### src/bss_pkg.sv
`timescale 1ns / 1ps
`default_nettype none
// ----------------------------------------------------------------------------
// bss_pkg
// Types and constants shared by the sorted-table search block.
// ----------------------------------------------------------------------------
package bss_pkg;

    localparam int FUNC_W  = 1;
    localparam int SLOT_W  = 6;
    localparam int VALUE_W = 32;
    localparam int COUNT_W = 7;
    localparam int POS_W   = 6;

    localparam logic [FUNC_W-1:0] FUNC_LOAD   = 1'b0;
    localparam logic [FUNC_W-1:0] FUNC_SEARCH = 1'b1;

    typedef enum logic [1:0] {
        ST_IDLE,
        ST_SEARCH,
        ST_DONE
    } t_state;

endpackage
`default_nettype wire

### src/bss_ram.sv
`timescale 1ns / 1ps
`default_nettype none
// ----------------------------------------------------------------------------
// bss_ram
// Table storage: one write port, one read port, registered read data.
// ----------------------------------------------------------------------------
module bss_ram #(
    parameter int DEPTH  = 64,
    parameter int ADDR_W = 6,
    parameter int DATA_W = 32
) (
    input  wire logic              i_clk,
    input  wire logic              i_we,
    input  wire logic [ADDR_W-1:0] i_waddr,
    input  wire logic [DATA_W-1:0] i_wdata,
    input  wire logic              i_re,
    input  wire logic [ADDR_W-1:0] i_raddr,
    output logic      [DATA_W-1:0] o_rdata
);

    logic [DATA_W-1:0] r_mem [DEPTH];

    always_ff @(posedge i_clk) begin
        if (i_we) begin
            r_mem[i_waddr] <= i_wdata;
        end
    end

    always_ff @(posedge i_clk) begin
        if (i_re) begin
            o_rdata <= r_mem[i_raddr];
        end
    end

endmodule
`default_nettype wire

### src/binary_search_sorted_table.sv
`timescale 1ns / 1ps
`default_nettype none
// ----------------------------------------------------------------------------
// binary_search_sorted_table
// Sorted table of signed values with a binary-search lookup.
// ----------------------------------------------------------------------------
// Load request: written the cycle it is accepted, one per cycle while idle,
//   no result. Search request: one table read per probe, at most
//   log2(TABLE_DEPTH)+1 probes, each comparing the key with the registered
//   read data; the result is registered once the output is free, and the
//   next request is taken only after the block is back in idle.
// Reset clears control state and used_count; table contents are undefined.
// ----------------------------------------------------------------------------
module binary_search_sorted_table #(
    parameter int TABLE_DEPTH = 64
) (
    input  wire logic                            i_clk,
    input  wire logic                            i_rst_n,
    input  wire logic                            i_cfg_wr_en,
    input  wire logic [bss_pkg::COUNT_W-1:0]     i_cfg_wr_data,
    input  wire logic                            i_valid,
    output logic                                 o_stall,
    input  wire logic [bss_pkg::FUNC_W-1:0]      i_func,
    input  wire logic [bss_pkg::SLOT_W-1:0]      i_slot,
    input  wire logic signed [bss_pkg::VALUE_W-1:0] i_value,
    output logic                                 o_valid,
    input  wire logic                            i_stall,
    output logic                                 o_found,
    output logic [bss_pkg::POS_W-1:0]            o_position
);

    import bss_pkg::*;

    localparam int IDX_W = (TABLE_DEPTH > 1) ? $clog2(TABLE_DEPTH) : 1;
    localparam int CNT_W = $clog2(TABLE_DEPTH + 1);

    t_state r_state, n_state;

    logic [COUNT_W-1:0]        r_used_count;
    logic signed [VALUE_W-1:0] r_key;
    logic [CNT_W-1:0]          r_lo, n_lo;
    logic [CNT_W-1:0]          r_hi, n_hi;
    logic [CNT_W-1:0]          r_mid;
    logic                      r_hit, n_hit;
    logic                      r_out_valid;
    logic                      r_found;
    logic [POS_W-1:0]          r_position;

    logic                      accept;
    logic                      out_free;
    logic [31:0]               used_ext;
    logic [31:0]               count_ext;
    logic [CNT_W-1:0]          count;
    logic [31:0]               slot_ext;
    logic [31:0]               mid_ext;
    logic [CNT_W:0]            mid_sum;
    logic [CNT_W-1:0]          mid;
    logic signed [VALUE_W-1:0] entry;
    logic                      key_gt;
    logic                      key_lt;
    logic                      ram_we;
    logic                      ram_re;
    logic [VALUE_W-1:0]        ram_rdata;

    assign accept   = i_valid && !o_stall;
    assign out_free = !r_out_valid || !i_stall;
    assign o_stall  = (r_state != ST_IDLE);

    assign used_ext  = 32'(r_used_count);
    assign count_ext = (used_ext > 32'(TABLE_DEPTH)) ? 32'(TABLE_DEPTH) : used_ext;
    assign count     = count_ext[CNT_W-1:0];
    assign slot_ext  = 32'(i_slot);
    assign mid_ext   = 32'(r_mid);

    assign entry  = $signed(ram_rdata);
    assign key_gt = r_key > entry;
    assign key_lt = r_key < entry;

    // midpoint of [n_lo, n_hi), rounded down
    assign mid_sum = {1'b0, n_lo} + {1'b0, n_hi} - (CNT_W+1)'(1);
    assign mid     = mid_sum[CNT_W:1];

    assign ram_we = accept && (i_func == FUNC_LOAD) && (slot_ext < 32'(TABLE_DEPTH));

    always_comb begin
        n_state = r_state;
        n_lo    = r_lo;
        n_hi    = r_hi;
        n_hit   = r_hit;
        ram_re  = 1'b0;
        case (r_state)
            ST_IDLE: begin
                n_lo  = '0;
                n_hi  = count;
                n_hit = 1'b0;
                if (accept && (i_func == FUNC_SEARCH)) begin
                    if (count != '0) begin
                        ram_re  = 1'b1;
                        n_state = ST_SEARCH;
                    end else begin
                        n_state = ST_DONE;
                    end
                end
            end
            ST_SEARCH: begin
                if (key_gt) begin
                    n_lo = r_mid + CNT_W'(1);
                end
                if (key_lt) begin
                    n_hi = r_mid;
                end
                if (!key_gt && !key_lt) begin
                    n_hit   = 1'b1;
                    n_state = ST_DONE;
                end else if (n_lo >= n_hi) begin
                    n_state = ST_DONE;
                end else begin
                    ram_re = 1'b1;
                end
            end
            ST_DONE: begin
                if (out_free) begin
                    n_state = ST_IDLE;
                end
            end
            default: begin
                n_state = ST_IDLE;
            end
        endcase
    end

    always_ff @(posedge i_clk) begin
        if (!i_rst_n) begin
            r_state <= ST_IDLE;
        end else begin
            r_state <= n_state;
        end
    end

    always_ff @(posedge i_clk) begin
        if (!i_rst_n) begin
            r_used_count <= '0;
        end else if (i_cfg_wr_en) begin
            r_used_count <= i_cfg_wr_data;
        end
    end

    always_ff @(posedge i_clk) begin
        if (accept) begin
            r_key <= i_value;
        end
        r_lo  <= n_lo;
        r_hi  <= n_hi;
        r_hit <= n_hit;
        if (ram_re) begin
            r_mid <= mid;
        end
    end

    always_ff @(posedge i_clk) begin
        if (!i_rst_n) begin
            r_out_valid <= 1'b0;
        end else if (r_state == ST_DONE && out_free) begin
            r_out_valid <= 1'b1;
        end else if (!i_stall) begin
            r_out_valid <= 1'b0;
        end
    end

    always_ff @(posedge i_clk) begin
        if (r_state == ST_DONE && out_free) begin
            r_found    <= r_hit;
            r_position <= r_hit ? mid_ext[POS_W-1:0] : '0;
        end
    end

    assign o_valid    = r_out_valid;
    assign o_found    = r_found;
    assign o_position = r_position;

    bss_ram #(
        .DEPTH  (TABLE_DEPTH),
        .ADDR_W (IDX_W),
        .DATA_W (VALUE_W)
    ) u_table (
        .i_clk   (i_clk),
        .i_we    (ram_we),
        .i_waddr (slot_ext[IDX_W-1:0]),
        .i_wdata (i_value),
        .i_re    (ram_re),
        .i_raddr (mid[IDX_W-1:0]),
        .o_rdata (ram_rdata)
    );

endmodule
`default_nettype wire

### config.mk
export PLATFORM = sky130hd
export DESIGN_NAME = binary_search_sorted_table
export DESIGN_NICKNAME = d
export VERILOG_FILES = /design/src/bss_pkg.sv /design/src/bss_ram.sv /design/src/binary_search_sorted_table.sv
export SDC_FILE = /design/constraint.sdc
export NUM_CORES = 2
export LEC_CHECK = 0
export ABC_AREA = 1
export BUFFER_PORTS_ARGS = -buffer_cell sky130_fd_sc_hd__buf_2
export CORE_ASPECT_RATIO = 0.7
export CORE_MARGIN = 1
export CORE_UTILIZATION = 35
export DETAILED_ROUTE_END_ITERATION = 6
export PLACE_DENSITY = 0.6
export SLEW_MARGIN = 10
export SYNTH_ARGS = -nofsm -noshare
export SYNTH_HDL_FRONTEND = slang
export SYNTH_SLANG_ARGS = --single-unit
### constraint.sdc
create_clock -name i_clk -period 5.05 [get_ports i_clk]
set_clock_uncertainty 0.1 [all_clocks]
set_input_delay 1.01 -clock i_clk [delete_from_list [all_inputs] [get_ports i_clk]]
set_output_delay 1.01 -clock i_clk [all_outputs]
set_load 0.01 [all_outputs]
# == Yosys cells after proc, flatten, opt, wreduce, memory -nomap -nowiden ==
# Memory sizes are Yosys's and may differ from the RTL's. A register that Yosys moved wholly into a read port is not among the register bits.
# Cells that the tools add are included.
# classes
eq_ne,7
muxes,24
div_mod_pow,0
bitwise,1
n_lt_le_gt_ge,5
addsub,3
n_reduce_logical,18
mul,0
shift,0
# ops
cell,count
$mux 7,5
$gt 32x32->1,1
$lt 32x32->1,1
$pmux 7 s2,2
$mux 2,5
$mux 1,9
$add 7x7->8,1
$sub 8x1->8 const B,1
$add 7x1->7 const B,1
$ge 7x7->1,1
$gt 7x7->1 const B,1
$lt 6x7->1 const B,1
$reduce_bool 7->1,1
$logic_and 1x1->1,6
$ne 2x2->1 const B,3
$pmux 2 s3,1
$logic_not 1->1,5
$pmux 1 s2,2
$reduce_bool 2->1,2
$ne 3x3->1 const B,1
$reduce_and 3->1,1
$eq 2x1->1 const B,1
$eq 2x2->1 const B,1
$logic_not 2->1,1
4 further kinds,4
# totals
latchBits,0
word_cells,69
ff_bits,71
out_inout_bits,9
input_bits,51
n_memories,1
romBits,0
mem_bits_rw,2048
# memory_table
memory,depth,width,read_ports,rd_clocked_by_memory_dff,write_ports,line_no,source
u_table.r_mem,64,32,1,1,1,bss_ram.sv:21,logic [DATA_W-1:0] r_mem [DEPTH];

# == Logic depth before layout (Yosys ltp) ==
# logic_depth
depth_word,7
depth_mapped,35
mapped_depth_nobuf,33

# == Modules after synthesis ==
# A second synthesis with hierarchy kept.
# unflattened
cells_unflattened,7246
area_unflattened_um2,87360.0
# modules_own_cells
mod,cells_per_inst,instances,area_per_inst_um2,seq_area_each_um2
bss_ram,6769,1,83058.4,62459.9
binary_search_sorted_table,477,1,4301.6,1891.8

# == Worst setup path after synthesis ==
# Ideal clock, no wire load.
# synth_timing
path_kind,input port to flip-flop
start,in i_valid
end,"mem u_table.r_mem[10][0], enable pin"
slack_ps,7
required_time_ps,4529
n_path_buf,0
cell_stages,6
arrival_ps,4522
setup_time_ps,421
cell_sequence,inv_1 -> nor2_1 -> nand2_1 -> nor2_1 -> nand3_1 -> nor2_1
# synth_via
elab_chain_len,5
# synth_lines
element,line_no,source
"start, declared",binary_search_sorted_table.sv:21,"input wire logic i_valid,"
$logic_and 1x1->1,binary_search_sorted_table.sv:65,assign accept = i_valid && !o_stall;
named net accept,binary_search_sorted_table.sv:49,logic accept;
$logic_and 1x1->1 (2 in a row),binary_search_sorted_table.sv:83,assign ram_we = accept && (i_func == FUNC_LOAD) && (slot_ext < 32'(TABLE_DEPTH));
$mux 1,bss_ram.sv:24,if (i_we) begin
$mux 1 (implied by the code),bss_ram.sv:25,r_mem[i_waddr] <= i_wdata;
"end, declared",bss_ram.sv:21,
# The timed path passes the listed nets, and every way through them passes these cells.

# == Worst setup path after layout ==
# layout_timing
start,reg r_key[20]
end,"reg u_table.o_rdata[24], read port of u_table.r_mem (data pin)"
# layout_via
word_cells_on_any_way,17
classes_between,2 x add/sub; 3 x order compare; 9 x mux; 3 x reduce/logical
# layout_lines
element,line_no,source
"start, declared",binary_search_sorted_table.sv:40,logic signed [VALUE_W-1:0] r_key;
"start signal, assigned",binary_search_sorted_table.sv:150,r_key <= i_value;
$gt 32x32->1,binary_search_sorted_table.sv:76,assign key_gt = r_key > entry;
$mux 7,binary_search_sorted_table.sv:106,if (key_gt) begin
$mux 7,binary_search_sorted_table.sv:91,case (r_state)
$pmux 7 s2,binary_search_sorted_table.sv:91,
named net n_lo[1],binary_search_sorted_table.sv:41,"logic [CNT_W-1:0] r_lo, n_lo;"
$add 7x7->8,binary_search_sorted_table.sv:80,"assign mid_sum = {1'b0, n_lo} + {1'b0, n_hi} - (CNT_W+1)'(1);"
$sub 8x1->8,binary_search_sorted_table.sv:80,
named net mid_sum[2],binary_search_sorted_table.sv:56,logic [CNT_W:0] mid_sum;
"end, declared",bss_ram.sv:18,output logic [DATA_W-1:0] o_rdata
# The timed path passes the listed nets, and every way through them passes these cells. The select of a mux whose other input is x is not followed.
# A chain may end at the register's enable or synchronous reset.

==> summary.txt <==
Status
  • Status: finished with violations
  • Failing checks: negative setup slack

Yosys
  • Post-synthesis register bit count: 2151
  • Ys async rst share: 0
  • Synth cell types: 42
  • Syn_nets: 7020
  • Ys Warns: 0
  • Post-synth EDFFs: about 2100
  • Register area share after synthesis: 0.737
  • Cells taking the most area after synthesis: edfxtp_1 73%, nor2_1 7.0%, o32ai_1 5.1%
  • Most used DFF post-synth: edfxtp_1
  • Top cell type's share of synthesized area: 0.732
  • Synthesized area: 87300 sq um
  • Area leader, netlist: edfxtp_1
  • Syn Inst Count: between 6000 and 7000
  • Mean post-synth cell area: 12.6 sq um

Clocking
  • H-tree depth: 4
  • Clock buffer count from CTS: 201
  • Clk slew on worst S/H paths: 70 ps
  • CTS tree: built
  • Hold_buf cts: 0
  • Sink Count: 2151
  • Clk buf depth: 4
  • CTS root buf: clkbuf_16
  • Worst-Skew Late Latency: 870 ps

Cells and area
  • Leading cell types in the layout, fill and taps excluded: 2128 x edfxtp_1, 1561 x nor2_1, 586 x nand2_1
  • Finished Layout Cells: 10900
  • Final nets: 7501
  • # fillers: 22400
  • Area grow syn2layout: 20.9%
  • Flip-flop and latch area: 64400 sq um
  • Most common cell after layout, fill and taps aside: edfxtp_1
  • Layout cells sized above 1: 0.186
  • End-of-flow core utilization: 0.425
  • Multi-input gate area: 21800 sq um

STA
  • Final Cycle Share: 1.08
  • Final hold vios: 0
  • PnR worst setup slack: -425 ps
  • Worst-margin pin slew: ~1300 ps
  • Max frequency: 0.183 GHz
  • Rel. slew slack: 0.107
  • RSZ-0062 raised after global routing: yes
  • Finish-stage setup viols: 33
  • Slew Limit Fails: 0
  • Final Critical Period: 5470 ps

Route
  • 1st-pass router iterations: 5
  • Vias: ~59000
  • Routed Antenna Nets: 0
  • First DRT Iteration DRCs: approximately 7800
  • DR vias/cell: roughly 5.4
  • Final wirelength: 264 mm
  • WL/cell: 24.3 um
  • # DRC: 0

Floorplan
  • I/O pin cnt: 60
  • Core area: between 200000 and 250000 sq um
  • Die height: 420 um
  • Die ar.: 252000 sq um
  • Die W: 599 um
  • Initial Util: 0.352
  • Row count: between 150 and 200

Critical path
  • Crit path DAT: 6070 ps
  • CP bufs+invs: 10
  • Setup CP Type: reg2reg
  • Worst-path fanout max: 13
  • Critical path required time: 5640 ps
  • Largest stage delay, worst path: 750 ps
  • CP delay by family, top: adder cells
  • CP most frequent cell: nand3_2
  • Crit path launch type: flop
  • Setup crit end kind: flop
  • Slowest cell on crit path: fa_4

Global routing
  • GRT Total Usage: 0.206
  • Gr ovfl total: 0
  • Busiest metal layer after global routing: met1
  • First-pass GRT wire length: roughly 380 mm
  • Largest net degree at the start of global routing: 66
  • Met3 usage: 0.0427
  • Initial antenna violation count: 21
  • Met2 global-route usage: 0.299
  • Vias in the first global route: between 50000 and 60000
  • Met1 Use GR: 0.313

Placement
  • Port bufs: between 50 and 60
  • Placed cells: 10500
  • Hpwl dp: 156 mm
  • RD Place Congestion: 0.866

Flow run
  • Number of max-cap violations: 0

Min path
  • Hold Path Class: in2reg
-- cell usage after synthesis, types with 2 or more instances --
master,count
edfxtp_1,2128
nor2_1,1633
nand2_1,642
o21ai_0,564
o32ai_1,512
inv_1,370
o21ai_1,256
clkbuf_1,194
nand3_1,191
buf_2,187
ha_1,52
buf_4,36
buf_1,23
dfxtp_1,23
a21oi_1,22
nand3_2,10
buf_6,9
and2_1,7
inv_2,7
o211ai_2,5
xor2_1,5
a32oi_1,4
nand2_2,4
o21ai_2,4
a21o_1,3
xnor2_1,3
clkinv_1,2
nand2_4,2
nand3b_1,2
nand4_1,2
nor2_2,2
o21a_1,2
-- worst reg2reg max path, delay by kind of cell (launching register included) --
family                   cells  cell delay (ps)
buffers and inverters       10             1410
AO/OA/AOI/OAI                4              700
AND/OR/NAND/NOR             10             1220
adder cells (fa/ha/maj)      4             1460
flip-flops                   1              420
-- through the flow --
stage	setup slack, ps	instance area [sq um]	hold slack (ps)	setup TNS, ps
floorplan	6.58	87300	344	0
global placement	-1030	96200	361	-28420
detailed placement	-1110	96200	368	-30420
CTS	-248	104000	278	-5960
global route	-592	106000	326	-15890
finish	-425	106000	329	-11000
-- cells by family after synthesis --
| family | Yosys count | share of synthesized area |
|---|---|---|
| flops | 2151 | 0.737 |
| compound gates | 1373 | 0.102 |
| buf+inv | 830 | 0.0408 |
| xor+xnor | 9 | 0.000989 |
| fa+ha+maj | 53 | 0.00768 |
| simple gates | 2500 | 0.112 |
-- path summary, 6_finish.rpt --
path	start	to	slack, ps	depth (start not counted)
max	r_key[20]	u_table.o_rdata[24]	-420	28
min	i_cfg_wr_data[3]	r_used_count[3]	330	3
max reg2reg	r_key[20]	u_table.o_rdata[24]	-420	28
min reg2reg	r_lo[0]	r_lo[0]	380	2
-- state kept, by name (all words and copies together) (netlist names), named ones only --
signal           cells
u_table.r_mem     2048
r_key               32
u_table.o_rdata     32
r_lo                 7
r_mid                7
r_used_count         7
o_position           6
r_hi                 6
r_state              2
o_found              1
o_valid              1
r_hit                1
-- metal layers --
layer / vias to the layer above / routed length, um
met1: 29800 / 117000
li1: 26100 / -
met4: 0 / 5430
met2: 2933 / 113000
met5: - / 0
met3: 348 / 29000
-- layout make-up --
cell class	instances	area share
tap	3332	0.0395
sequential	2151	0.610
timing repair buffer	728	0.0732
multi-input combinational	3935	0.206
antenna	9	0.000213
clock inverter	112	0.00828
clock buffer	241	0.0493
inverter	380	0.0137
-- timing repair --
| action | CTS | global route |
|---|---|---|
| endpoints found under the setup margin | 35 | 33 |
| gates cloned | 15 | 7 |
| gates resized for setup | 287 | 186 |
| pin swaps | 36 | 75 |
| setup buffers | 47 | 10 |
Power is left out: the tool's default activity adds up to more than one toggle a clock period on the data nets, which glitch-free logic cannot reach.
